==> src/design/assert_macros.svh <==
// Assertion helpers shared by the RTL.
`ifndef ASSERT_MACROS_SVH
`define ASSERT_MACROS_SVH

// Check a property at each rising edge, skipped while reset is high.
`define GCD_ASSERT(lbl, clk, rst, prop) \
   lbl: assert property (@(posedge clk) disable iff (rst) prop) \
      else $error("assertion failed");

// Check a property at each rising edge, reset cycles included.
`define GCD_ASSERT_ALWAYS(lbl, clk, prop) \
   lbl: assert property (@(posedge clk) prop) else $error("assertion failed");

`endif

==> src/design/gcd_pkg.sv <==
// ----------------------------------------------------------------------------
// gcd_pkg
// Widths, constants and helpers of the great-circle distance pipeline.
// ----------------------------------------------------------------------------
`timescale 1ns / 1ps
`default_nettype none

package gcd_pkg;

   localparam int CORDIC_STEPS_DEF = 32;
   localparam int TABLE_LEN = 48;

   localparam int XY_W = 34;
   localparam int Z_W = 33;
   localparam int PROD_W = 32;
   localparam int ROOT_W = 31;
   localparam int REM_W = 61;
   localparam int TRIAL_W = 62;

   typedef logic signed [XY_W-1:0] xy_type;
   typedef logic signed [Z_W-1:0] z_type;
   typedef logic signed [PROD_W-1:0] prod_type;
   typedef logic [ROOT_W-1:0] root_type;
   typedef logic [REM_W-1:0] rem_type;

   localparam xy_type CORDIC_GAIN = 34'sd652032874;
   localparam logic [30:0] ONE_Q30 = 31'd1073741824;
   localparam logic [30:0] RAD_PER_UNIT = 31'd2012227627;
   localparam logic signed [30:0] LAT_LIMIT = 31'sd900000000;
   localparam logic signed [32:0] HALF_TURN = 33'sd1800000000;
   localparam logic signed [32:0] FULL_TURN = 33'sd3600000000;
   localparam logic [22:0] RADIUS_RESET = 23'd6371000;

   localparam logic [29:0] ATAN_TABLE [TABLE_LEN] = '{
      30'd843314856, 30'd497837829, 30'd263043836, 30'd133525158, 30'd67021686,
      30'd33543515, 30'd16775850, 30'd8388437, 30'd4194282, 30'd2097149,
      30'd1048575, 30'd524287, 30'd262143, 30'd131071, 30'd65535, 30'd32767,
      30'd16383, 30'd8191, 30'd4095, 30'd2047, 30'd1023, 30'd511, 30'd255,
      30'd127, 30'd63, 30'd31, 30'd15, 30'd8, 30'd4, 30'd2, 30'd1, 30'd0,
      30'd0, 30'd0, 30'd0, 30'd0, 30'd0, 30'd0, 30'd0, 30'd0, 30'd0, 30'd0,
      30'd0, 30'd0, 30'd0, 30'd0, 30'd0, 30'd0
   };

   function automatic z_type atan_at(input int idx);
      logic [5:0] sel;
      sel = 6'(idx);
      if (idx < TABLE_LEN) begin
         return z_type'({{(Z_W-30){1'b0}}, ATAN_TABLE[sel]});
      end
      return '0;
   endfunction

   // Q30 x Q30 product back to Q30, round half up, floor shift.
   function automatic prod_type round_q30(input logic signed [2*PROD_W-1:0] p);
      logic signed [2*PROD_W-1:0] s;
      s = p + 64'sd536870912;
      return prod_type'(s >>> 30);
   endfunction

endpackage

`default_nettype wire

==> src/design/gcd_isqrt_cell.sv <==
// ----------------------------------------------------------------------------
// gcd_isqrt_cell
// One registered digit of a bit-by-bit integer square root.
// ----------------------------------------------------------------------------
`timescale 1ns / 1ps
`default_nettype none

module gcd_isqrt_cell #(
   parameter int BIT = 0
) (
   input  wire logic              clock,
   input  wire logic              enable,
   input  wire gcd_pkg::rem_type  src_rem,
   input  wire gcd_pkg::root_type src_root,
   output gcd_pkg::rem_type       rem_ff,
   output gcd_pkg::root_type      root_ff
);

   logic [gcd_pkg::TRIAL_W-1:0] trial;
   gcd_pkg::rem_type rem_in;
   gcd_pkg::root_type root_in;

   always_comb begin
      // (r + 2^k)^2 - r^2 with r holding only bits above k
      trial = (gcd_pkg::TRIAL_W'(src_root) << (BIT + 1))
            | (gcd_pkg::TRIAL_W'(1) << (2 * BIT));
      if ({1'b0, src_rem} >= trial) begin
         rem_in = src_rem - trial[gcd_pkg::REM_W-1:0];
         root_in = src_root | (gcd_pkg::ROOT_W'(1) << BIT);
      end else begin
         rem_in = src_rem;
         root_in = src_root;
      end
   end

   always_ff @(posedge clock) begin
      if (enable) begin
         rem_ff <= rem_in;
         root_ff <= root_in;
      end
   end

endmodule

`default_nettype wire

==> config.mk <==
export PLATFORM = sky130hd
export DESIGN_NAME = gcd_isqrt_cell
export DESIGN_NICKNAME = d
export VERILOG_FILES = /design/src/design/assert_macros.svh /design/src/design/gcd_pkg.sv /design/src/design/gcd_isqrt_cell.sv
export SDC_FILE = /design/constraint.sdc
export NUM_CORES = 1
export LEC_CHECK = 0
export BUFFER_PORTS_ARGS = -buffer_cell sky130_fd_sc_hd__buf_4
export CORE_MARGIN = 2
export CORE_UTILIZATION = 45
export DETAILED_ROUTE_END_ITERATION = 10
export PLACE_DENSITY = 0.78
export SYNTH_ARGS = -nofsm -noshare
export SYNTH_HDL_FRONTEND = slang
export SYNTH_SLANG_ARGS = --single-unit
==> constraint.sdc <==
create_clock -name clock -period 2.88 [get_ports clock]
set_input_delay 0.288 -clock clock [delete_from_list [all_inputs] [get_ports clock]]
set_output_delay 0.288 -clock clock [all_outputs]
set_load 0.05 [all_outputs]
[After elaboration in Yosys (flattened, before gate mapping)]
Cells that the tools add are included.
Widths: inputs -> output; s select.
Storage, ports and cells
  register bits: 92
  input port bits: 94
  output and inout bits: 92
Operators by class
  $add $sub $neg: 1
  $lt $le $gt $ge: 1
  multiplexer cells: 1
Operators by type and width (number)
  $ge 61x32->1: 1
  $mux 61: 1
  $sub 61x32->61: 1

[Longest topological paths before layout]
Gate-level depths: netlist (run 1).
  depth after elaboration: 2
  gate-level depth with buffers: 12

[Worst setup path after synthesis (run 1)]
No wires, ideal clock.
  path type: in2reg
  from: input port src_root[29]
  to: register rem_ff[27] (data pin)
  arrival: 2.711 ns
  data required time: 2.620 ns
  path slack: -0.091 ns
  cell stages on the path: 10
  path buffers: 2
  cell sequence: inv_1 > ha_1 > clkbuf_1 > a21o_1 > a2111oi_2 > nand4_1 > or4_4 > a211oi_4 > buf_4 > mux2_2
Between the ends
  longest elaborated chain between the ends: 2
Ends and longest elaborated chain
  start: declaration: line gcd_isqrt_cell.sv:14  | input wire gcd_pkg::root_type src_root,
  $ge 61x32->1: line gcd_isqrt_cell.sv:27  | if ({1'b0, src_rem} >= trial) begin
  $mux 61: line gcd_isqrt_cell.sv:27
  named net rem_in[27]: line gcd_isqrt_cell.sv:20  | gcd_pkg::rem_type rem_in;
  end signal: assignment: line gcd_isqrt_cell.sv:38  | rem_ff <= rem_in;
  end: declaration: line gcd_isqrt_cell.sv:15  | output gcd_pkg::rem_type rem_ff,
The timed path passes the listed nets, and every way through them passes these cells.
A chain may end at the register's enable or synchronous reset.

[Final worst setup path (run 1)]
  from: input port src_rem[35]
  to: register rem_ff[27] (data pin)
Between the ends
  longest elaborated chain between the ends: 2
Ends and longest elaborated chain
  start: declaration: line gcd_isqrt_cell.sv:13  | input wire gcd_pkg::rem_type src_rem,
  $ge 61x32->1: line gcd_isqrt_cell.sv:27
  $mux 61: line gcd_isqrt_cell.sv:27
  named net rem_in[27]: line gcd_isqrt_cell.sv:20
The timed path passes the listed nets, and every way through them passes these cells.

==> results.yml, run 1 <==
run_status:
  outcome: "completed"
die:
  die_area_sq_mm: 0.0141
  die_y_um: 119
  std_cell_rows: 41
  core-area_sq_mm: 0.0127
  ios: 186
  die_w_um: 119
  initial_core_util: 0.466
power_and_ir_drop:
  leakagePower_uw: 0.00387
  switching_power_uw: 1630
  p_clk_frac: 0.274
  irDropWorstVdd_mv: 0.301
  powerDensity_mw_per_mm2: 522
  combPwrFrac: 0.362
  swShare: 0.348
  p_seq_frac: 0.364
  p_int_uw: 3050
synth:
  ys_top_cells_by_area: "edfxtp_1 47%, ha_1 6.7%, xor2_1 4.6%"
  synth-seq-cells: 92
  seq_area_frac_synth: 0.466
  syn_area_per_cell_sq_um: 9.96
  synth_cells: 596
  syn-num-nets: 723
  yosysTopAreaCellShare: 0.466
  synth-edff-count: 92
  yosys_most_used_dff: "edfxtp_1"
  synth_top_cell_by_area: "edfxtp_1"
  synth_cell_type_count: 54
  yosysMostFrequentCell: "edfxtp_1"
  syn_area_sq_mm: 0.00593
  yosysWarnings: 0
  yosys-top-cells-count: "92 x edfxtp_1, 67 x nand2_1, 51 x o21ai_0"
  synth_async_sr_flop_share: 0
route:
  postRouteAntennaNets: 0
  route.final.wire_length_um: 19300
  wl_per_cell_um: 17.9
  drt_iter0_drc: 530
  via_count: 5932
  viasPerCell: 5.49
  firstDrtPassIters: 7
  drcViolationCount: 0
place:
  hpwlAfterDp_um: 15200
  place.gp.congestion: 0.949
  io_buffer_count: 185
global_route:
  grt_util_met2: 0.433
  busiest_layer: "met2"
  grt_pass1_wl_um: 30200
  grt_pass1_vias: 5952
  use_met3: 0.0407
  grt_use_total: 0.268
  antenna_found_initial: 0
  grt_max_degree: 55
  grt_use_met1: 0.364
  overflow: 0
timing:
  fin_tns_setup_ns: 0
  max_freq_mhz: 353
  hold_viol_final: 0
  fin_crit_sh: 0.983
  setup-violations-final: 0
  tightestPinTransition_ns: 0.644
  relSlewSlack: 0.570
  slew_violations: 0
  final.min_clock_period_ns: 2.83
layout:
  fin_util: 0.705
  finish.net_count: 1031
  multi_input_area_sq_mm: 0.00305
  diodes: 0
  drive_above_1_share: 0.405
  seq_area_sq_mm: 0.00276
  synthToLayoutAreaGrowth_pct: 51.1
  fillers: 1008
worst_setup_path:
  critPathLaunchType: "input port"
  worstPathRequired_ns: 2.99
  path_class: "in -> reg"
  crit_fanout: 7
  critPathCaptureType: "flip-flop"
  critical_path_arrival_ns: 2.94
min_path:
  hold_depth: 1
  min-delay-start: "src_root[27]"
  holdPathEnd: "root_ff[27]"
  hold_path.class: "in -> reg"
clock_network:
  cts_tree: "done"
  postCtsHoldBufs: 0
  root_buffer: "clkbuf_16"
  clockBufferDepth: 2
  cts.clk_slew.worst_paths_ns: 0.07
  cts_inserted_buffers: 9
  cts.sinks: 92
  htreeDepth: 3
flow_run:
  cap_violations: 0
## how the worst max path moves through the flow
stage | cells after the start | end | slack (ns) | start
2_1_floorplan | 10 | rem_ff[27] | 0.008 | src_root[29]
3_3_place_gp | 11 | rem_ff[46] | -0.38 | src_rem[15]
3_5_place_dp | 10 | rem_ff[46] | -0.40 | src_rem[6]
4_1_cts | 13 | rem_ff[58] | 0.04 | src_rem[30]
5_1_grt | 10 | rem_ff[27] | -0.05 | src_rem[35]
6_report | 10 | rem_ff[27] | 0.05 | src_rem[35]
## power by group through the flow
| stage | Combinational (uW) | Sequential (uW) | Clock (uW) |
|---|---|---|---|
| 2_1_floorplan | 439 | 2250 | 0 |
| 3_5_place_dp | 1660 | 1730 | 0 |
| 4_1_cts | 1660 | 1710 | 1290 |
| 5_1_grt | 1790 | 1720 | 1320 |
| 3_3_place_gp | 1630 | 1730 | 0 |
| 6_report | 1700 | 1700 | 1280 |
## flip-flops by register name (all words and copies together), names as in the netlist
| name | flops |
|---|---|
| root_ff | 31 |
| rem_ff | 61 |
## routing by layer
metal,routed length [um],up-vias
met1,8410,2795
met3,1260,39
li1,-,2815
met2,9170,283
met4,452,0
met5,0,-
## worst max-delay path, stage by stage
cell and delay [ns]:
buf_4 0.11, or4_4 0.56, a2111oi_4 0.29, buf_4 0.16
nand4_1 0.11, or4_4 0.55, a211oi_4 0.24, buf_6 0.17
buf_6 0.15, mux2_4 0.30
## metrics by stage
step / hold slack [ns] / area (sq um) / cells / setup slack, ns / total power [uW]
global route: 0.117 / 8970 / 1081 / -0.0499 / 4830
floorplan: 0.387 / 5940 / 596 / 0.00833 / 2690
global placement: 0.477 / 8460 / 1062 / -0.379 / 3360
finish: 0.117 / 8970 / 1081 / 0.0484 / 4680
CTS: 0.113 / 8780 / 1078 / 0.0409 / 4660
detailed placement: 0.477 / 8460 / 1062 / -0.402 / 3390
## placed cells by master, fill, tap and decap left out, drive strengths merged, types with 5 or more instances in the layout
| cell | n |
|---|---|
| inv | 37 |
| o21a | 8 |
| clkbuf | 10 |
| nand4 | 14 |
| a21o | 13 |
| a21oi | 34 |
| xor2 | 31 |
| nor4 | 11 |
| buf | 321 |
| nand2 | 67 |
| nor2 | 25 |
| nand2b | 8 |
| or2 | 5 |
| ha | 32 |
| nand3 | 15 |
| edfxtp | 92 |
| or3 | 6 |
| a211oi | 13 |
| or4 | 11 |
| xnor2 | 28 |
| nor3 | 18 |
| o211ai | 6 |
| o21ai | 54 |
## what timing repair did
| action | 4_1_cts | 5_1_grt |
|---|---|---|
| resized for setup | 2 | 28 |
| setup endpoints to repair | 1 | 56 |
| pin swaps | 0 | 8 |
| gates cloned | 0 | 1 |
| endpoints found under the hold margin | 0 | 0 |
| setup buffers | 0 | 3 |
## cell type report
cell class              count  area share
repair buffers            322       0.277
clock buffers               9      0.0251
flip-flops and latches     92       0.308
clock inverters             7      0.0100
multi-input cells         443       0.340
well taps                 172      0.0240
inverters                  36      0.0151
## kinds of logic (layout without fill, tap and decap cells)
logic type / Yosys count / after routing / share of synthesized area
AOI/OAI and AO/OA: 152 / 152 / 0.162
muxes: 1 / 1 / 0.00190
adders and majority gates: 33 / 33 / 0.0709
buffers and inverters: 61 / 374 / 0.0424
and+or+nand+nor: 198 / 198 / 0.171
DFF: 92 / 92 / 0.466
xor gates and xnor gates: 59 / 59 / 0.0871
No activity file was read; power rests on OpenSTA's default activity.
==> inputs of run 2 (changes only) <==
ABC_AREA = 1   (was default)
PLACE_DENSITY = 0.75   (was 0.78)
==> results.yml, run 2 <==
place:
  hpwlAfterDp_um: 20300
  place.gp.congestion: 0.932
  place_ws_ns: 0.316
  io_buffer_count: 185
layout:
  finish.net_count: 1435
  seq_area_sq_mm: 0.00276
  synthToLayoutAreaGrowth_pct: 26.4
  largest_reg_flops: 61
  multi_input_area_sq_mm: 0.00383
  top_register: "rem_ff"
  drive_above_1_share: 0.203
  final_common_cell: "nand2_1"
  fillers: 1660
  reg_top3: "rem_ff: 61 flops, root_ff: 31 flops"
  diodes: 0
  final_cell_mix: "453 x nand2_1, 208 x inv_1, 192 x buf_4"
die:
  die_w_um: 133
  ios: 186
  die_area_sq_mm: 0.0177
  core-area_sq_mm: 0.0165
  initial_core_util: 0.456
  std_cell_rows: 47
  die_y_um: 133
clock_network:
  htreeDepth: 3
  root_buffer: "clkbuf_16"
  cts_tree: "done"
  cts_inserted_buffers: 9
  clockBufferDepth: 2
  postCtsHoldBufs: 0
  cts_resized: 0
  post-cts-setup-buffer-count: 0
  cts.sinks: 92
  cts.clk_slew.worst_paths_ns: 0.07
synth:
  yosys_most_used_dff: "edfxtp_1"
  ys_top_cells_by_area: "edfxtp_1 37%, nand2_1 23%, inv_1 10%"
  synth_async_sr_flop_share: 0
  synth-edff-count: 92
  synth_top_cell_by_area: "edfxtp_1"
  yosys-top-cells-count: "453 x nand2_1, 208 x inv_1, 108 x nor2_1"
  syn_area_per_cell_sq_um: 6.74
  yosysMostFrequentCell: "nand2_1"
  synth_cell_type_count: 31
  seq_area_frac_synth: 0.368
  syn-num-nets: 1240
  syn_area_sq_mm: 0.00750
  synth_cells: 1113
  synth-seq-cells: 92
  yosysTopAreaCellShare: 0.368
  yosysWarnings: 0
timing:
  tightestPinTransition_ns: 0.628
  relSlewSlack: 0.581
  rsz0062_at_grt: "false"
  fin_crit_sh: 0.777
  whs_ns: 0.109
  fin_tns_setup_ns: 0
  max_freq_mhz: 447
  slew_violations: 0
  finalWorstSetupSlack_ns: 0.642
  setup-violations-final: 0
  hold_viol_final: 0
  final.min_clock_period_ns: 2.24
worst_setup_path:
  critPathCaptureType: "flip-flop"
  cp_top_family: "simple AND/OR/NAND/NOR gates"
  critical_path_arrival_ns: 2.34
  crit_top_cell: "nand2_1"
  worstPathRequired_ns: 2.98
  crit_fanout: 30
  cpMaxStageDelayCell: "ha_1"
  critPathLaunchType: "input port"
  slowest_delay_ns: 0.39
  path_cells: "buf_4 > inv_1 > ha_1 > nand2_1 > nor2_2 > nand2_1 > nor3_1 > nand2_1 > nand2_1 > inv_2 > nand2_2 > buf_4 > o21ai_0"
  path_class: "in -> reg"
  worst-path-buf-inv: 4
min_path:
  hold_depth: 1
  min-delay-start: "src_root[1]"
  holdPathEnd: "root_ff[1]"
  hold_path.class: "in -> reg"
global_route:
  grt_pass1_wl_um: 37700
  overflow: 0
  grt_max_degree: 53
  grt_use_total: 0.277
  grt_pass1_vias: 6998
  antenna_found_initial: 0
power_and_ir_drop:
  irDropWorstVdd_mv: 0.281
  powerDensity_mw_per_mm2: 495
  leakagePower_uw: 0.00487
route:
  viasPerCell: 4.87
  firstDrtPassIters: 5
  postRouteAntennaNets: 0
  drcViolationCount: 0
  via_count: 7462
  route.final.wire_length_um: 24600
  wl_per_cell_um: 16.1
  drt_iter0_drc: 581
run_status:
  outcome: "completed"
flow_run:
  cap_violations: 0
run 2: cell types whose count changed in the layout (fill, tap and decap cells not counted), sizes merged, moves of 27 or more:
cell,change
nand2,+399
inv,+181
buf,-127
nor2,+94
o21ai,-46
nand3,+36
xnor2,-27
run 2: layout make-up:
class,instances,share of cell area
sequential,92,0.291
multi-input combinational,794,0.404
clock buffer,11,0.0245
timing repair buffer,194,0.156
clock inverter,5,0.00897
tap,220,0.0290
inverter,217,0.0859
run 2: metal layers:
layer / global-route usage / routed length (um) / up-vias
li1: - / - / 3816
met2: 0.434 / 10900 / 260
met5: 0 / 0 / -
met3: 0.0381 / 1590 / 21
met1: 0.409 / 11800 / 3365
met4: 0.0662 / 419 / 0
run 2: logic make-up (layout without fill, tap and decap cells):
| kind of cell | count (synthesis) | after routing | share of synthesized area |
|---|---|---|---|
| AOI/OAI and AO/OA | 57 | 57 | 0.0487 |
| xor gates and xnor gates | 29 | 29 | 0.0339 |
| buffers and inverters | 227 | 427 | 0.121 |
| adders and majority gates | 33 | 33 | 0.0560 |
| DFF | 92 | 92 | 0.368 |
| and+or+nand+nor | 675 | 675 | 0.372 |
run 2: how the worst max path moves through the flow:
stage / depth (start not counted) / slack (ns) / from / endpoint
2_1_floorplan: 16 / 0.84 / src_root[6] / rem_ff[20]
3_3_place_gp: 12 / 0.33 / src_rem[27] / rem_ff[1]
3_5_place_dp: 12 / 0.32 / src_rem[16] / rem_ff[1]
4_1_cts: 12 / 0.70 / src_rem[20] / rem_ff[1]
5_1_grt: 13 / 0.49 / src_root[15] / rem_ff[1]
6_report: 13 / 0.64 / src_root[26] / rem_ff[1]
run 2: through the flow:
stage	total power (uW)	util	cells	cell area, sq um
final	4690	0.576	1533	9480
after global routing	4890	0.576	1533	9480
after CTS	4710	0.576	1533	9480
after detailed placement	3400	0.557	1517	9160
after global placement	3390	0.557	1517	9160
after floorplan	2810	-	1113	7500
run 2: power by group:
part | leakage (uW) | switching, uW | internal (uW)
clock network | 0.000150 | 545 | 767
registers | 0.000901 | 41.1 | 1660
logic | 0.00382 | 1170 | 510
total | 0.00487 | 1760 | 2930
