File: src/design/assert_macros.svh
// Assertion helpers shared by the RTL.
`ifndef ASSERT_MACROS_SVH
`define ASSERT_MACROS_SVH

// Check a property at each rising edge, skipped while reset is high.
`define GCD_ASSERT(lbl, clk, rst, prop) \
   lbl: assert property (@(posedge clk) disable iff (rst) prop) \
      else $error("assertion failed");

// Check a property at each rising edge, reset cycles included.
`define GCD_ASSERT_ALWAYS(lbl, clk, prop) \
   lbl: assert property (@(posedge clk) prop) else $error("assertion failed");

`endif

File: src/design/gcd_pkg.sv
// ----------------------------------------------------------------------------
// gcd_pkg
// Widths, constants and helpers of the great-circle distance pipeline.
// ----------------------------------------------------------------------------
`timescale 1ns / 1ps
`default_nettype none

package gcd_pkg;

   localparam int CORDIC_STEPS_DEF = 32;
   localparam int TABLE_LEN = 48;

   localparam int XY_W = 34;
   localparam int Z_W = 33;
   localparam int PROD_W = 32;
   localparam int ROOT_W = 31;
   localparam int REM_W = 61;
   localparam int TRIAL_W = 62;

   typedef logic signed [XY_W-1:0] xy_type;
   typedef logic signed [Z_W-1:0] z_type;
   typedef logic signed [PROD_W-1:0] prod_type;
   typedef logic [ROOT_W-1:0] root_type;
   typedef logic [REM_W-1:0] rem_type;

   localparam xy_type CORDIC_GAIN = 34'sd652032874;
   localparam logic [30:0] ONE_Q30 = 31'd1073741824;
   localparam logic [30:0] RAD_PER_UNIT = 31'd2012227627;
   localparam logic signed [30:0] LAT_LIMIT = 31'sd900000000;
   localparam logic signed [32:0] HALF_TURN = 33'sd1800000000;
   localparam logic signed [32:0] FULL_TURN = 33'sd3600000000;
   localparam logic [22:0] RADIUS_RESET = 23'd6371000;

   localparam logic [29:0] ATAN_TABLE [TABLE_LEN] = '{
      30'd843314856, 30'd497837829, 30'd263043836, 30'd133525158, 30'd67021686,
      30'd33543515, 30'd16775850, 30'd8388437, 30'd4194282, 30'd2097149,
      30'd1048575, 30'd524287, 30'd262143, 30'd131071, 30'd65535, 30'd32767,
      30'd16383, 30'd8191, 30'd4095, 30'd2047, 30'd1023, 30'd511, 30'd255,
      30'd127, 30'd63, 30'd31, 30'd15, 30'd8, 30'd4, 30'd2, 30'd1, 30'd0,
      30'd0, 30'd0, 30'd0, 30'd0, 30'd0, 30'd0, 30'd0, 30'd0, 30'd0, 30'd0,
      30'd0, 30'd0, 30'd0, 30'd0, 30'd0, 30'd0
   };

   function automatic z_type atan_at(input int idx);
      logic [5:0] sel;
      sel = 6'(idx);
      if (idx < TABLE_LEN) begin
         return z_type'({{(Z_W-30){1'b0}}, ATAN_TABLE[sel]});
      end
      return '0;
   endfunction

   // Q30 x Q30 product back to Q30, round half up, floor shift.
   function automatic prod_type round_q30(input logic signed [2*PROD_W-1:0] p);
      logic signed [2*PROD_W-1:0] s;
      s = p + 64'sd536870912;
      return prod_type'(s >>> 30);
   endfunction

endpackage

`default_nettype wire

File: src/design/gcd_cordic_cell.sv
// ----------------------------------------------------------------------------
// gcd_cordic_cell
// One registered CORDIC micro-rotation, rotation or vectoring mode.
// ----------------------------------------------------------------------------
`timescale 1ns / 1ps
`default_nettype none

module gcd_cordic_cell #(
   parameter int STEP = 0,
   parameter bit VECTOR = 1'b0
) (
   input  wire logic            clock,
   input  wire logic            enable,
   input  wire gcd_pkg::xy_type src_x,
   input  wire gcd_pkg::xy_type src_y,
   input  wire gcd_pkg::z_type  src_z,
   output gcd_pkg::xy_type      x_ff,
   output gcd_pkg::xy_type      y_ff,
   output gcd_pkg::z_type       z_ff
);

   gcd_pkg::xy_type dx;
   gcd_pkg::xy_type dy;
   gcd_pkg::z_type ang;
   logic turn_back;
   gcd_pkg::xy_type x_in;
   gcd_pkg::xy_type y_in;
   gcd_pkg::z_type z_in;

   always_comb begin
      dx = src_y >>> STEP;
      dy = src_x >>> STEP;
      ang = gcd_pkg::atan_at(STEP);
      // vectoring drives y toward zero, rotation drives z toward zero
      if (VECTOR) begin
         turn_back = !src_y[gcd_pkg::XY_W-1] && (src_y != '0);
      end else begin
         turn_back = src_z[gcd_pkg::Z_W-1];
      end
      if (turn_back) begin
         x_in = src_x + dx;
         y_in = src_y - dy;
         z_in = src_z + ang;
      end else begin
         x_in = src_x - dx;
         y_in = src_y + dy;
         z_in = src_z - ang;
      end
   end

   always_ff @(posedge clock) begin
      if (enable) begin
         x_ff <= x_in;
         y_ff <= y_in;
         z_ff <= z_in;
      end
   end

endmodule

`default_nettype wire

File: config.mk
export PLATFORM = sky130hd
export DESIGN_NAME = gcd_cordic_cell
export DESIGN_NICKNAME = d
export VERILOG_FILES = /design/src/design/assert_macros.svh /design/src/design/gcd_pkg.sv /design/src/design/gcd_cordic_cell.sv
export SDC_FILE = /design/constraint.sdc
export NUM_CORES = 1
export LEC_CHECK = 0
export BUFFER_PORTS_ARGS = -buffer_cell sky130_fd_sc_hd__buf_4
export CORE_MARGIN = 3
export CORE_UTILIZATION = 55
export DETAILED_ROUTE_END_ITERATION = 7
export GPL_TIMING_DRIVEN = 0
export PLACE_DENSITY = 0.9
export SYNTH_ARGS = -nofsm -noshare
export SYNTH_HDL_FRONTEND = slang
export SYNTH_SLANG_ARGS = --single-unit
export TNS_END_PERCENT = 10
File: constraint.sdc
create_clock -name clock -period 7.2 [get_ports clock]
set_input_delay 0 -clock clock [delete_from_list [all_inputs] [get_ports clock]]
set_output_delay 0 -clock clock [all_outputs]
set_load 0.01 [all_outputs]
; Word-level counts from Yosys, hierarchy flattened
; Index checks and enable logic that the tools add are counted.
[word_totals]
register_bits = 101
latchBits = 0
ram_bits = 0
mem_bits_ro = 0
in_bits = 103
output_inout_bits = 101
elab_cells = 11
mem_count = 0
[classes]
add_sub_neg = 5
n_mul = 0
n_div = 0
n_lt_le_gt_ge = 0
eq_ne = 0
shifts = 0
muxes = 3
bitwise = 0
n_reduce_logical = 0
[op_table]
columns = op, count
row1 = $mux 34, 2
row2 = $sub 34x34->34, 2
row3 = $add 34x34->34, 1
row4 = $add 33x31->33 const B, 1
row5 = $mux 33, 1
row6 = $sub 33x31->33 const B, 1

; Longest topological paths before layout
; Gate-level depths: netlist of run 1.
[depth]
ltp_word = 2
depth_mapped = 12
ltp_nobuf = 12

; Least setup slack after synthesis of run 1
; OpenSTA, ideal clock, no wires.
[synth_timing]
path_kind = input to register
from = in src_z[32]
to = reg z_ff[32] (data pin)
setup_time_ns = 0.258
arrival_time_ns = 2.722
required_ns = 6.942
setup_slack_ns = 4.220
path_stages = 12
n_path_buf = 1
cell_sequence = inv_2 clkbuf_1 ha_1 a21o_1 a21oi_2 or4_4 nand2_2 o21ai_2 or4_4 a31oi_2 a311o_1 a21oi_1
[synth_via]
elab_chain_len = 2
word_cells_on_any_way = 3
cone_classes = add/sub: 2 / mux: 1
[synth_lines]
columns = item, line
row1 = from (decl), gcd_cordic_cell.sv:16  ; input wire gcd_pkg::z_type src_z,
row2 = $sub 33x31->33 or $add 33x31->33 (tied branches), "gcd_cordic_cell.sv:47, gcd_cordic_cell.sv:43"
row3 = $mux 33 (*), gcd_cordic_cell.sv:40  ; if (turn_back) begin
row4 = net z_in[32], gcd_cordic_cell.sv:28  ; gcd_pkg::z_type z_in;
row5 = to (signal assigned), gcd_cordic_cell.sv:55  ; z_ff <= z_in;
row6 = to (decl), gcd_cordic_cell.sv:19  ; output gcd_pkg::z_type z_ff
; Mark *: on every way through the listed nets, which the timed path passes. The rest lies on a longest branch.
; A chain may end at the register's enable or synchronous reset.

; Final worst setup path of run 1
[layout_timing]
from = in src_z[32]
to = reg z_ff[29] (data pin)
[layout_via]
elab_chain_len = 1
[layout_lines]
columns = item, line
row1 = $mux 33, gcd_cordic_cell.sv:40
row2 = net z_in[29], gcd_cordic_cell.sv:28
; The timed path passes the listed nets, and every way through them passes these cells.

==> tab_implementation.tex, run 1 <==
\begin{tabular}{lr}
\hline
Metric & Value \\
\hline
\multicolumn{2}{l}{\textbf{Clocking}} \\
\quad Count of H-tree levels built during CTS & 3 \\
\quad Total CTS buffers & 9 \\
\quad Clk Tree Root Cell & sky130\_fd\_sc\_hd\_\_clkbuf\_16 \\
\quad Maximum root-to-sink buffer count & 2 \\
\quad Number of resized instances in the post-cts repair step & 0 \\
\quad CTS clock-pin slew for the worst setup and hold paths & approximately 0.070 ns \\
\quad CTS tree & done \\
\quad Total clock sinks & 100 \\
\multicolumn{2}{l}{\textbf{Yosys}} \\
\quad Biggest area contributors in the synthesized netlist & sky130\_fd\_sc\_hd\_\_edfxtp\_1, sky130\_fd\_sc\_hd\_\_ha\_1, sky130\_fd\_sc\_hd\_\_a21oi\_1, sky130\_fd\_sc\_hd\_\_xnor2\_1, sky130\_fd\_sc\_hd\_\_inv\_1 \\
\quad Yosys synthesis warning count & 0 \\
\quad Number of storage elements in the synthesis netlist & 100 \\
\quad Post-Synthesis Cell Area & 10,200 um\^{}2 \\
\quad Mean Syn Cell Area & 8.67 um\^{}2 \\
\quad Ys async rst share & 0\% \\
\quad Unique masters post-synth & 80 \\
\quad Number of flops mapped to enable cells by yosys & 100 \\
\quad Yosys top cell by area & sky130\_fd\_sc\_hd\_\_edfxtp\_1 \\
\quad Ys flop type & sky130\_fd\_sc\_hd\_\_edfxtp\_1 \\
\quad Sequential-to-total area share from yosys stat & 29.3\% \\
\quad Cell count after synthesis & 1,181 \\
\quad Post-synthesis net count & 1,416 \\
\quad Share of the synthesized area in the top cell type & 29.3\% \\
\multicolumn{2}{l}{\textbf{Place}} \\
\quad Dpl cells & approximately 1,600 \\
\quad Global placement routability congestion & 1.05 \\
\quad DP Worst Slack & approximately 3.0 ns \\
\quad IO Port Bufs & just over 200 \\
\quad Post-detailed-placement half-perimeter wirelength & 26,100 um \\
\multicolumn{2}{l}{\textbf{Global route}} \\
\quad Most utilized layer in the global route result & met2 \\
\quad Total GRT Usage & a little under a third \\
\quad Wire length of the first global-routing pass & 49,500 um \\
\quad Routing usage on met3 & 5.68\% \\
\quad Pin count of the biggest net entering global routing & 101 \\
\quad Overflow left after global routing & 0 \\
\quad Met2 demand-to-capacity share in global routing & approximately half \\
\quad Vias in the first global route & 9,426 \\
\quad Met1 layer usage reported by global route & 42.7\% \\
\quad Antenna violations before repair & 0 \\
\multicolumn{2}{l}{\textbf{Routing}} \\
\quad Residual antenna-violating net count after detailed routing & 0 \\
\quad Total wire length after detailed routing & 32,300 um \\
\quad Via total after detailed routing & 10,200 \\
\quad First drt pass iteration count & 6 \\
\quad Wire length per cell & 19.8 um \\
\quad DRC violation total after the first TritonRoute iteration & $\sim$1,100 \\
\quad Drt via density & 6.22 \\
\quad DRC errors left & 0 \\
\multicolumn{2}{l}{\textbf{Die}} \\
\quad Count of standard-cell rows & 49 \\
\quad DIE WIDTH & around 140 um \\
\quad Initial cell density of the core & between 50\% and 60\% \\
\quad Total die area & slightly above 20,000 um\^{}2 \\
\quad Die height & 142 um \\
\quad Placeable core region & 18,100 um\^{}2 \\
\quad Number of top-level design ports & about 200 \\
\multicolumn{2}{l}{\textbf{STA}} \\
\quad Total Neg Setup Slack & 0 ns \\
\quad Final Hold Viols & 0 \\
\quad Number of pins with negative max-slew slack in the final report & 0 \\
\quad Final setup fails & 0 \\
\quad Min Hold Slack & 0.0640 ns \\
\quad Worst slew margin relative to its limit & $\sim$17\% \\
\quad Post-layout min period & 3.44 ns \\
\quad RSZ-0062 raised after global routing & false \\
\quad Slew of the pin with the lowest slew margin & 1.25 ns \\
\quad Setup ws final & 3.76 ns \\
\quad Final Cycle Share & 47.8\% \\
\quad Maximum clock frequency & 290 MHz \\
\multicolumn{2}{l}{\textbf{Layout}} \\
\quad Most common library cell in the layout ignoring fill and taps & sky130\_fd\_sc\_hd\_\_buf\_4 \\
\quad Commonest cells after routing, fill and taps aside & sky130\_fd\_sc\_hd\_\_buf\_4, sky130\_fd\_sc\_hd\_\_a21oi\_1, sky130\_fd\_sc\_hd\_\_ha\_1, sky130\_fd\_sc\_hd\_\_inv\_1, sky130\_fd\_sc\_hd\_\_nor2\_1 \\
\quad Final core utilization & around two thirds \\
\quad Syn-to-layout area delta & 21.3\% \\
\quad Final \#Nets & 1,635 \\
\quad Non-filler instance count after layout & 1,633 \\
\quad Share of final-layout standard cells stronger than drive strength 1 & 19.5\% \\
\quad Final antenna diode count & 0 \\
\multicolumn{2}{l}{\textbf{Hold path}} \\
\quad Worst min path class & primary input to flop \\
\multicolumn{2}{l}{\textbf{Setup path}} \\
\quad Critical Path Start Type & primary input \\
\quad Critical Path Sink Type & flop \\
\quad Start-to-end type of the worst setup path & primary input to flop \\
\quad Arrival time of the worst setup path & 3.53 ns \\
\quad Biggest fanout along the worst timing path & 24 \\
\quad Required time at the worst-slack endpoint & 7.28 ns \\
\multicolumn{2}{l}{\textbf{Power and ir drop}} \\
\quad Static Leak & 5.59 nW \\
\quad Cell-internal power & 0.00149 W \\
\quad Cell area power density & roughly 190 nW/um\^{}2 \\
\quad Switching portion of total power & 35.2\% \\
\quad Switching power & between 0.0008 and 0.0009 W \\
\quad Comb pwr share & a little over two fifths \\
\quad VDD IR max & 0.000114 V \\
\quad Sequential share of power & around a third \\
\quad Clock group share of total power & 22.1\% \\
\multicolumn{2}{l}{\textbf{Flow run}} \\
\quad Max-cap violation count & 0 \\
\multicolumn{2}{l}{\textbf{Outcome}} \\
\quad Result of the run & complete, no violations \\
\hline
\end{tabular}
path summary, 6_finish.rpt:
check	start	endpoint	slack, ns	cells after the start
worst max-delay path	src_z[32]	z_ff[29]	3.76	13
worst min-delay path	src_y[0]	x_ff[0]	0.06	3
logic make-up (layout without fill, tap and decap cells):
group | Yosys count | after routing | share of synthesized area (%)
compound gates | 407 | 407 | 26.0
simple gates | 277 | 277 | 12.8
buf+inv | 159 | 382 | 6.20
fa+ha+maj | 132 | 132 | 16.4
flops | 100 | 100 | 29.3
xor+xnor | 91 | 91 | 7.78
mux | 15 | 15 | 1.48
power by group through the flow:
stage,logic (W),registers [W],clock network (W)
floorplan,0.000518,0.000864,0
global placement,0.000933,0.000814,0
detailed placement,0.000956,0.000817,0
CTS,0.000962,0.000805,0.000515
global route,0.00106,0.000812,0.000543
finish,0.000987,0.000804,0.000508
per-layer routing:
metal / part of all wire [%] / up-vias
met5: 0 / -
met4: 2.1 / 0
met3: 12 / 59
met2: 46 / 655
met1: 40 / 4744
li1: - / 4696
worst max-delay path, stage by stage:
cell and delay, ns:
sky130_fd_sc_hd__buf_4 0.25, sky130_fd_sc_hd__inv_2 0.18, sky130_fd_sc_hd__clkbuf_2 0.48, sky130_fd_sc_hd__ha_1 0.58, sky130_fd_sc_hd__nand2_1 0.09, sky130_fd_sc_hd__o31ai_1 0.56, sky130_fd_sc_hd__o2111a_1 0.30, sky130_fd_sc_hd__o21ai_2 0.11
sky130_fd_sc_hd__o311ai_1 0.31, sky130_fd_sc_hd__a31oi_1 0.23, sky130_fd_sc_hd__o21bai_1 0.19, sky130_fd_sc_hd__a21oi_1 0.10, sky130_fd_sc_hd__xnor2_1 0.14
sequential cells by signal, indices dropped and copies added, names as in the netlist:
name and count:
y_ff 33, z_ff 33, x_ff 34
layout make-up:
| type | count | area, um^2 |
|---|---|---|
| repair buffers | 208 | 1570 |
| flip-flops and latches | 100 | 3000 |
| clock inverters | 6 | 90.1 |
| inverters | 114 | 428 |
| multi-input cells | 922 | 6610 |
| clock buffers | 9 | 225 |
| well taps | 229 | 287 |
| plain buffers | 45 | 209 |
| fillers | 1477 | 5730 |
synth_stat cells, types with 5 or more instances:
cell type / instances
sky130_fd_sc_hd__nand2b_1: 10
sky130_fd_sc_hd__buf_2: 10
sky130_fd_sc_hd__xnor2_1: 68
sky130_fd_sc_hd__a21o_1: 34
sky130_fd_sc_hd__buf_4: 5
sky130_fd_sc_hd__nor2b_1: 8
sky130_fd_sc_hd__nand3_1: 14
sky130_fd_sc_hd__and2_1: 5
sky130_fd_sc_hd__o21bai_1: 29
sky130_fd_sc_hd__o31ai_1: 12
sky130_fd_sc_hd__nor2_1: 104
sky130_fd_sc_hd__ha_1: 128
sky130_fd_sc_hd__nor3_1: 24
sky130_fd_sc_hd__o22ai_1: 7
sky130_fd_sc_hd__buf_1: 7
sky130_fd_sc_hd__a221oi_1: 7
sky130_fd_sc_hd__o21ai_1: 8
sky130_fd_sc_hd__o21ai_0: 73
sky130_fd_sc_hd__nor4_1: 7
sky130_fd_sc_hd__or3_1: 8
sky130_fd_sc_hd__mux2i_1: 14
sky130_fd_sc_hd__nand4_1: 14
sky130_fd_sc_hd__xor2_1: 23
sky130_fd_sc_hd__a21oi_1: 141
sky130_fd_sc_hd__a31oi_1: 10
sky130_fd_sc_hd__clkbuf_1: 22
sky130_fd_sc_hd__and3_1: 6
sky130_fd_sc_hd__o21a_1: 10
sky130_fd_sc_hd__nand2_1: 61
sky130_fd_sc_hd__o211ai_1: 7
sky130_fd_sc_hd__inv_1: 108
sky130_fd_sc_hd__a211oi_1: 13
sky130_fd_sc_hd__edfxtp_1: 100
sky130_fd_sc_hd__o21ba_2: 6
per-stage QoR:
step | area, um^2 | total power [W]
after floorplan | 10200 | 0.00138
after global placement | 12100 | 0.00175
after detailed placement | 12100 | 0.00177
after CTS | 12400 | 0.00228
after global routing | 12400 | 0.00241
final | 12400 | 0.00230
timing repair:
action	CTS	global route
hold endpoints to repair	4	1
buffers inserted	0	0
hold buffers	4	1
Note: power is estimated with default switching activity, not from simulation.
==> run 2, diff against run 1 <==
--- a/config.mk
+++ b/config.mk
@@ -5,12 +5,13 @@
 export SDC_FILE = /design/constraint.sdc
 export NUM_CORES = 1
 export LEC_CHECK = 0
+export ABC_AREA = 1
 export BUFFER_PORTS_ARGS = -buffer_cell sky130_fd_sc_hd__buf_4
 export CORE_MARGIN = 3
 export CORE_UTILIZATION = 55
 export DETAILED_ROUTE_END_ITERATION = 7
 export GPL_TIMING_DRIVEN = 0
-export PLACE_DENSITY = 0.9
+export PLACE_DENSITY = 0.88
 export SYNTH_ARGS = -nofsm -noshare
 export SYNTH_HDL_FRONTEND = slang
 export SYNTH_SLANG_ARGS = --single-unit
==> constraint.sdc (replaced) <==
create_clock -name clock -period 3.3 [get_ports clock]
set_input_delay 0 -clock clock [delete_from_list [all_inputs] [get_ports clock]]
set_output_delay 0 -clock clock [all_outputs]
set_load 0.01 [all_outputs]
==> run 2 against run 1 <==
  * First-iteration DRC count rose by 23%
  * Sequential share of layout area shrank 3.2 points
  * Non-clock buffer count fell by 1
  * Largest power group unchanged
  * Sequential power rose by 110%
  * Power is 130% higher
  * Highest routed layer unchanged
  * Global-route usage rose by 5.5 points
  * Synthesized cell count is 56% higher
  * Setup slack got worse by 3.4 ns
  * Clock-buffer cell count unchanged
==> tab_implementation.tex, run 2 <==
\begin{tabular}{lr}
\hline
Metric & Value \\
\hline
\multicolumn{2}{l}{\textbf{Die}} \\
\quad Placeable core region & 21,300 um\^{}2 \\
\quad Number of top-level design ports & just over 200 \\
\quad Initial cell density of the core & 56.8\% \\
\quad Total die area & 23,800 um\^{}2 \\
\quad DIE WIDTH & 154 um \\
\quad Count of standard-cell rows & 53 \\
\quad Die height & about 150 um \\
\multicolumn{2}{l}{\textbf{Yosys}} \\
\quad Number of storage elements in the synthesis netlist & 100 \\
\quad Ys flop type & sky130\_fd\_sc\_hd\_\_edfxtp\_1 \\
\quad Yosys top cell by area & sky130\_fd\_sc\_hd\_\_edfxtp\_1 \\
\quad Biggest area contributors in the synthesized netlist & sky130\_fd\_sc\_hd\_\_edfxtp\_1, sky130\_fd\_sc\_hd\_\_nand2\_1, sky130\_fd\_sc\_hd\_\_ha\_1, sky130\_fd\_sc\_hd\_\_inv\_1, sky130\_fd\_sc\_hd\_\_nand3\_1 \\
\quad Share of the synthesized area in the top cell type & 24.8\% \\
\quad Cell count after synthesis & 1,842 \\
\quad Yosys synthesis warning count & 0 \\
\quad Post-synthesis net count & slightly above 2,000 \\
\quad Sequential-to-total area share from yosys stat & between 20\% and 30\% \\
\quad Mean Syn Cell Area & 6.57 um\^{}2 \\
\quad Most used standard cells in the synthesized netlist & sky130\_fd\_sc\_hd\_\_nand2\_1, sky130\_fd\_sc\_hd\_\_inv\_1, sky130\_fd\_sc\_hd\_\_nand3\_1 \\
\quad Most numerous cell in the Yosys netlist & sky130\_fd\_sc\_hd\_\_nand2\_1 \\
\quad Ys async rst share & 0\% \\
\quad Unique masters post-synth & 46 \\
\quad Number of flops mapped to enable cells by yosys & 100 \\
\quad Post-Synthesis Cell Area & 12,100 um\^{}2 \\
\multicolumn{2}{l}{\textbf{Clocking}} \\
\quad Total CTS buffers & 9 \\
\quad Clk Tree Root Cell & sky130\_fd\_sc\_hd\_\_clkbuf\_16 \\
\quad Number of resized instances in the post-cts repair step & 0 \\
\quad Count of H-tree levels built during CTS & 3 \\
\quad Number of setup buffers added after CTS & 0 \\
\quad CTS tree & done \\
\quad Maximum root-to-sink buffer count & 2 \\
\quad CTS clock-pin slew for the worst setup and hold paths & 0.08 ns \\
\quad Total clock sinks & 100 \\
\multicolumn{2}{l}{\textbf{Layout}} \\
\quad Max reg flops & 34 \\
\quad Share of final-layout standard cells stronger than drive strength 1 & between 10 and 15\% \\
\quad Most common library cell in the layout ignoring fill and taps & sky130\_fd\_sc\_hd\_\_nand2\_1 \\
\quad Final core utilization & 67.3\% \\
\quad Syn-to-layout area delta & 18.4\% \\
\quad Final antenna diode count & 0 \\
\quad Number of filler instances in the final layout & about 1,900 \\
\quad Biggest registers after layout & x\_ff: 34 flops, y\_ff: 33 flops, z\_ff: 33 flops \\
\quad Reg with most FFs & x\_ff \\
\quad Final \#Nets & 2,296 \\
\quad Commonest cells after routing, fill and taps aside & sky130\_fd\_sc\_hd\_\_nand2\_1, sky130\_fd\_sc\_hd\_\_inv\_1, sky130\_fd\_sc\_hd\_\_buf\_4, sky130\_fd\_sc\_hd\_\_nand3\_1, sky130\_fd\_sc\_hd\_\_nor2\_1 \\
\multicolumn{2}{l}{\textbf{Routing}} \\
\quad Total wire length after detailed routing & 44,400 um \\
\quad Residual antenna-violating net count after detailed routing & 0 \\
\quad First drt pass iteration count & 6 \\
\quad Wire length per cell & around 19 um \\
\quad DRC errors left & 0 \\
\quad Via total after detailed routing & 13,600 \\
\quad Drt via density & about 5.8 \\
\quad DRC violation total after the first TritonRoute iteration & approximately 1,400 \\
\multicolumn{2}{l}{\textbf{STA}} \\
\quad Final Hold Viols & 0 \\
\quad Final Cycle Share & 89.3\% \\
\quad RSZ-0062 raised after global routing & false \\
\quad Total Neg Setup Slack & 0 ns \\
\quad Worst slew margin relative to its limit & 13.6\% \\
\quad Number of pins with negative max-slew slack in the final report & 0 \\
\quad Post-layout min period & about 2.9 ns \\
\quad Maximum clock frequency & approximately 340 MHz \\
\quad Final setup fails & 0 \\
\quad Slew of the pin with the lowest slew margin & around 1.3 ns \\
\multicolumn{2}{l}{\textbf{Flow run}} \\
\quad Max-cap violation count & 0 \\
\multicolumn{2}{l}{\textbf{Setup path}} \\
\quad Slowest CP cell & sky130\_fd\_sc\_hd\_\_buf\_2 \\
\quad Critical Path Start Type & primary input \\
\quad Biggest fanout along the worst timing path & 24 \\
\quad Required time at the worst-slack endpoint & around 3.4 ns \\
\quad Most numerous cell on the critical path & sky130\_fd\_sc\_hd\_\_nand3\_1 \\
\quad Arrival time of the worst setup path & just over 3 ns \\
\quad Critical Path, Cell by Cell & buf\_4 > clkbuf\_1 > inv\_2 > buf\_2 > ha\_1 > nand3\_1 > nand3\_1 > a21boi\_0 > o21ai\_0 > nand4\_1 > nand3\_1 > nand2\_1 > nand2\_1 \\
\quad Worst stage delay on the critical path & around 0.66 ns \\
\quad Start-to-end type of the worst setup path & primary input to flop \\
\quad Critical Path Sink Type & flop \\
\multicolumn{2}{l}{\textbf{Power and ir drop}} \\
\quad Switching portion of total power & 41.7\% \\
\quad Clock group share of total power & between 20 and 25\% \\
\quad Static Leak & between 7 and 8 nW \\
\quad Cell area power density & 366 nW/um\^{}2 \\
\quad Comb pwr share & 45.6\% \\
\quad Sequential share of power & about a third \\
\quad Cell-internal power & 0.00306 W \\
\quad VDD IR max & 0.000246 V \\
\quad Switching power & 0.00219 W \\
\multicolumn{2}{l}{\textbf{Hold path}} \\
\quad WHS Endpoint & x\_ff[0] \\
\quad Worst min path class & primary input to flop \\
\quad Startpoint of the most critical hold path & src\_y[0] \\
\quad Depth of the worst hold-timing path & 3 \\
\multicolumn{2}{l}{\textbf{Place}} \\
\quad IO Port Bufs & between 200 and 250 \\
\quad Global placement routability congestion & 1.02 \\
\quad Post-detailed-placement half-perimeter wirelength & 36,400 um \\
\multicolumn{2}{l}{\textbf{Global route}} \\
\quad Vias in the first global route & 13,000 \\
\quad Pin count of the biggest net entering global routing & 101 \\
\quad Antenna violations before repair & 0 \\
\quad Wire length of the first global-routing pass & 67,700 um \\
\quad Overflow left after global routing & 0 \\
\quad Total GRT Usage & 36.0\% \\
\multicolumn{2}{l}{\textbf{Outcome}} \\
\quad Result of the run & complete, no violations \\
\hline
\end{tabular}
==> run 2: changes by cell type after synthesis, sizes merged, moves of 14 or more <==
cell | before | now
a211oi | 14 | 0
a21o | 34 | 13
buf | 23 | 38
clkbuf | 22 | 6
inv | 112 | 276
nand2 | 62 | 536
nand3 | 14 | 181
nor2 | 104 | 166
o21ai | 85 | 100
o31ai | 15 | 1
xnor2 | 68 | 4
xor2 | 23 | 41
==> run 2: cell families (layout without fill, tap and decap cells) <==
| group | Yosys count | count (layout) | share of synthesized area [%] |
|---|---|---|---|
| AND/OR/NAND/NOR | 944 | 944 | 33.1 |
| buffers and inverters | 320 | 544 | 11.0 |
| AO/OA/AOI/OAI | 300 | 300 | 13.8 |
| adder cells (fa/ha/maj) | 132 | 132 | 13.9 |
| flip-flops | 100 | 100 | 24.8 |
| XOR/XNOR | 45 | 45 | 3.26 |
| multiplexers | 1 | 1 | 0.0828 |
==> run 2: worst max-delay path, delay by kind of cell <==
| kind | cells | cell delay, ns |
|---|---|---|
| buffers and inverters | 4 | 1.23 |
| AO/OA/AOI/OAI | 2 | 0.79 |
| adder cells (fa/ha/maj) | 1 | 0.36 |
| AND/OR/NAND/NOR | 6 | 0.66 |
==> run 2: layer usage <==
metal	wire length, um	track usage, %	up-vias
met5	0	0	-
met4	1550	11.9	0
met3	4670	6.21	111
met1	17900	47.4	6233
li1	-	-	6440
met2	20300	60.1	844
==> run 2: layout make-up <==
cell class              instances  area [um^2]  share of cell area [%]
multi-input cells            1422         7760                    54.2
well taps                     275          344                    2.40
clock inverters                 7         80.1                   0.559
plain buffers                  44          294                    2.05
flip-flops and latches        100         3000                    21.0
inverters                     276         1040                    7.23
clock buffers                   9          225                    1.57
repair buffers                208         1570                    11.0
==> run 2: stage by stage <==
step                area [um^2]  hold WS (ns)  power (W)  std cells  setup slack [ns]
floorplan                 12100        0.0989    0.00312       1842              1.21
global route              14300        0.0595    0.00552       2341             0.245
finish                    14300        0.0650    0.00524       2341             0.353
global placement          14000         0.179    0.00399       2320             0.208
detailed placement        14000         0.180    0.00405       2320            0.0993
CTS                       14300        0.0630    0.00519       2341             0.458
==> run 2: power by group through the flow <==
stage | registers (W) | clock network, W | logic (W)
detailed placement | 0.00173 | 0 | 0.00232
global placement | 0.00173 | 0 | 0.00226
CTS | 0.00171 | 0.00114 | 0.00233
floorplan | 0.00182 | 0 | 0.00130
global route | 0.00173 | 0.00120 | 0.00260
finish | 0.00171 | 0.00114 | 0.00239
==> run 2: timing repair <==
action	CTS	global route
endpoints found under the hold margin	5	0
endpoints found under the setup margin	0	0
hold buffers	5	0
==> run 2: how the worst max path moves through the flow <==
stage,start,endpoint,slack [ns],cells after the start
3_5_place_dp,src_z[32],z_ff[26],0.1,13
5_1_grt,src_z[32],z_ff[26],0.24,13
4_1_cts,src_z[32],z_ff[26],0.46,13
3_3_place_gp,src_z[32],z_ff[26],0.21,13
2_1_floorplan,src_z[32],z_ff[26],1.21,12
6_report,src_z[32],z_ff[26],0.35,13
==> run 3, diff against run 2 <==
--- a/config.mk
+++ b/config.mk
@@ -6,12 +6,12 @@
 export NUM_CORES = 1
 export LEC_CHECK = 0
 export ABC_AREA = 1
-export BUFFER_PORTS_ARGS = -buffer_cell sky130_fd_sc_hd__buf_4
 export CORE_MARGIN = 3
 export CORE_UTILIZATION = 55
 export DETAILED_ROUTE_END_ITERATION = 7
+export DONT_BUFFER_PORTS = 1
 export GPL_TIMING_DRIVEN = 0
-export PLACE_DENSITY = 0.88
+export PLACE_DENSITY = 0.8
 export SYNTH_ARGS = -nofsm -noshare
 export SYNTH_HDL_FRONTEND = slang
 export SYNTH_SLANG_ARGS = --single-unit
==> run 3 against run 2 <==
  * Power down 5.9%
  * Flip-flop and latch count unchanged
  * Critical endpoint unchanged
  * Sequential power up 7%
  * Die area unchanged
  * Maximum frequency up 8.7%
  * Clock power up 8%
  * Core utilization down 6.9 points
  * Hold slack worse by 0.054 ns
  * Final cell count down 8.6%
  * Clock-buffer cell count unchanged
==> tab_implementation.tex, run 3 (same netlist as run 2, synthesis figures left out) <==
\begin{tabular}{lr}
\hline
Metric & Value \\
\hline
\multicolumn{2}{l}{\textbf{Setup path}} \\
\quad Critical Path Start Type & primary input \\
\quad CP delay by family, top & buffers and inverters \\
\quad Worst stage delay on the critical path & 0.70 ns \\
\quad Arrival time of the worst setup path & 2.84 ns \\
\quad Most numerous cell on the critical path & sky130\_fd\_sc\_hd\_\_nand3\_1 \\
\quad Slowest CP cell & sky130\_fd\_sc\_hd\_\_buf\_2 \\
\quad Critical Path, Cell by Cell & clkbuf\_1 > inv\_2 > buf\_2 > ha\_1 > nand3\_1 > nand3\_1 > a21boi\_0 > o21ai\_0 > nand4\_1 > nand3\_1 > nand2\_1 > nand2\_1 \\
\quad Required time at the worst-slack endpoint & approximately 3.4 ns \\
\quad Worst setup path start & src\_z[32] \\
\quad Critical Path Sink Type & flop \\
\quad Stages on worst setup path & 12 \\
\quad Biggest fanout along the worst timing path & 24 \\
\quad Last element of the critical path & z\_ff[26] \\
\quad Worst path bufs/invs & 3 \\
\quad Start-to-end type of the worst setup path & primary input to flop \\
\multicolumn{2}{l}{\textbf{STA}} \\
\quad Worst slew margin relative to its limit & 44.3\% \\
\quad Maximum clock frequency & roughly 370 MHz \\
\quad Number of pins with negative max-slew slack in the final report & 0 \\
\quad Setup ws final & 0.590 ns \\
\quad Post-layout min period & 2.71 ns \\
\quad Total Neg Setup Slack & 0 ns \\
\quad Final Hold Viols & 0 \\
\quad Min Hold Slack & about 0.011 ns \\
\quad Final Cycle Share & 82.1\% \\
\quad Final setup fails & 0 \\
\quad RSZ-0062 raised after global routing & false \\
\quad Slew of the pin with the lowest slew margin & 0.835 ns \\
\multicolumn{2}{l}{\textbf{Layout}} \\
\quad Commonest cells after routing, fill and taps aside & sky130\_fd\_sc\_hd\_\_nand2\_1, sky130\_fd\_sc\_hd\_\_inv\_1, sky130\_fd\_sc\_hd\_\_nand3\_1, sky130\_fd\_sc\_hd\_\_nor2\_1, sky130\_fd\_sc\_hd\_\_a21oi\_1 \\
\quad Final \#Nets & 2,095 \\
\quad Reg with most FFs & x\_ff \\
\quad Most common library cell in the layout ignoring fill and taps & sky130\_fd\_sc\_hd\_\_nand2\_1 \\
\quad Max reg flops & 34 \\
\quad Syn-to-layout area delta & 6.28\% \\
\quad Share of final-layout standard cells stronger than drive strength 1 & 5.52\% \\
\quad Biggest registers after layout & x\_ff: 34 flops, y\_ff: 33 flops, z\_ff: 33 flops \\
\quad Final antenna diode count & 0 \\
\multicolumn{2}{l}{\textbf{Flow run}} \\
\quad Max-cap violation count & 0 \\
\multicolumn{2}{l}{\textbf{Place}} \\
\quad Global placement routability congestion & approximately 1 \\
\quad DP Worst Slack & 0.283 ns \\
\quad IO Port Bufs & 0 \\
\quad Post-detailed-placement half-perimeter wirelength & approximately 35,000 um \\
\multicolumn{2}{l}{\textbf{Routing}} \\
\quad Wire length per cell & just under 20 um \\
\quad First drt pass iteration count & 6 \\
\quad DRC violation total after the first TritonRoute iteration & 1,335 \\
\quad DRC errors left & 0 \\
\quad Residual antenna-violating net count after detailed routing & 0 \\
\quad Drt via density & roughly 5.9 \\
\quad Via total after detailed routing & 12,600 \\
\quad Total wire length after detailed routing & 42,400 um \\
\multicolumn{2}{l}{\textbf{Clocking}} \\
\quad CTS tree & done \\
\quad Maximum root-to-sink buffer count & 2 \\
\quad Total CTS buffers & 9 \\
\quad Total clock sinks & 100 \\
\quad Clk Tree Root Cell & sky130\_fd\_sc\_hd\_\_clkbuf\_16 \\
\quad CTS clock-pin slew for the worst setup and hold paths & 0.08 ns \\
\quad Number of setup buffers added after CTS & 0 \\
\quad Count of H-tree levels built during CTS & 3 \\
\multicolumn{2}{l}{\textbf{Hold path}} \\
\quad Worst min path class & primary input to flop \\
\multicolumn{2}{l}{\textbf{Die}} \\
\quad Total die area & 23,800 um\^{}2 \\
\quad Count of standard-cell rows & 53 \\
\quad Placeable core region & 21,300 um\^{}2 \\
\quad DIE WIDTH & around 150 um \\
\quad Die height & 154 um \\
\quad Number of top-level design ports & 204 \\
\quad Initial cell density of the core & 56.8\% \\
\multicolumn{2}{l}{\textbf{Power and ir drop}} \\
\quad VDD IR max & around 0.00026 V \\
\quad Static Leak & 6.41 nW \\
\quad Cell area power density & 384 nW/um\^{}2 \\
\multicolumn{2}{l}{\textbf{Global route}} \\
\quad Antenna violations before repair & 0 \\
\quad Wire length of the first global-routing pass & 64,800 um \\
\quad Vias in the first global route & between 10,000 and 15,000 \\
\quad Total GRT Usage & 34.5\% \\
\quad Pin count of the biggest net entering global routing & 101 \\
\quad Overflow left after global routing & 0 \\
\multicolumn{2}{l}{\textbf{Outcome}} \\
\quad Result of the run & complete, no violations \\
\hline
\end{tabular}
run 3: changes by cell type in the layout (fill, tap and decap cells not counted), sizes merged:
| cell | previous run | this run |
|---|---|---|
| dlygate4sd3 | 5 | 6 |
| inv | 279 | 280 |
| clkinvlp | 1 | 0 |
| bufinv | 0 | 1 |
| clkinv | 3 | 2 |
| buf | 241 | 39 |
run 3: cell type report:
class,count,area (um^2)
inverters,276,1040
plain buffers,44,294
clock buffers,9,225
flip-flops and latches,100,3000
fillers,2103,8430
clock inverters,7,103
repair buffers,7,87.6
well taps,275,344
multi-input cells,1422,7760
run 3: through the flow:
step / total power [W] / utilization [%] / area [um^2] / cells
CTS: 0.00488 / 60.4 / 12900 / 2140
finish: 0.00493 / 60.4 / 12900 / 2140
detailed placement: 0.00364 / 58.4 / 12400 / 2117
floorplan: 0.00312 / - / 12100 / 1842
global placement: 0.00361 / 58.4 / 12400 / 2117
global route: 0.00518 / 60.4 / 12900 / 2140
run 3: power breakdown:
| part | switching [W] | leakage [nW] | internal (W) | total, W |
|---|---|---|---|---|
| Sequential | 0.000177 | 0.977 | 0.00166 | 0.00183 |
| Combinational | 0.00128 | 5.27 | 0.000589 | 0.00187 |
| Clock | 0.000611 | 0.160 | 0.000620 | 0.00123 |
run 3: how the worst min path moves through the flow:
stage,start,endpoint,slack (ns),cells past startpoint
CTS,src_z[30],z_ff[30],0.02,2
detailed placement,src_z[1],z_ff[1],0.1,0
finish,src_z[30],z_ff[30],0.01,2
floorplan,src_z[0],z_ff[0],0.1,0
global placement,src_z[1],z_ff[1],0.1,0
global route,src_z[30],z_ff[30],0.03,2
run 3: timing repair:
item,in CTS,in global routing
gates resized for setup,0,0
hold buffers,7,0
endpoints found under the hold margin,106,0
run 3: routing by layer:
layer / GRT usage [%] / part of all wire [%] / vias up
li1: - / - / 6031
met1: 45.8 / 41 / 5818
met2: 55.8 / 45 / 666
met3: 8.09 / 11 / 105
met4: 11.4 / 3.3 / 0
met5: 0 / 0 / -
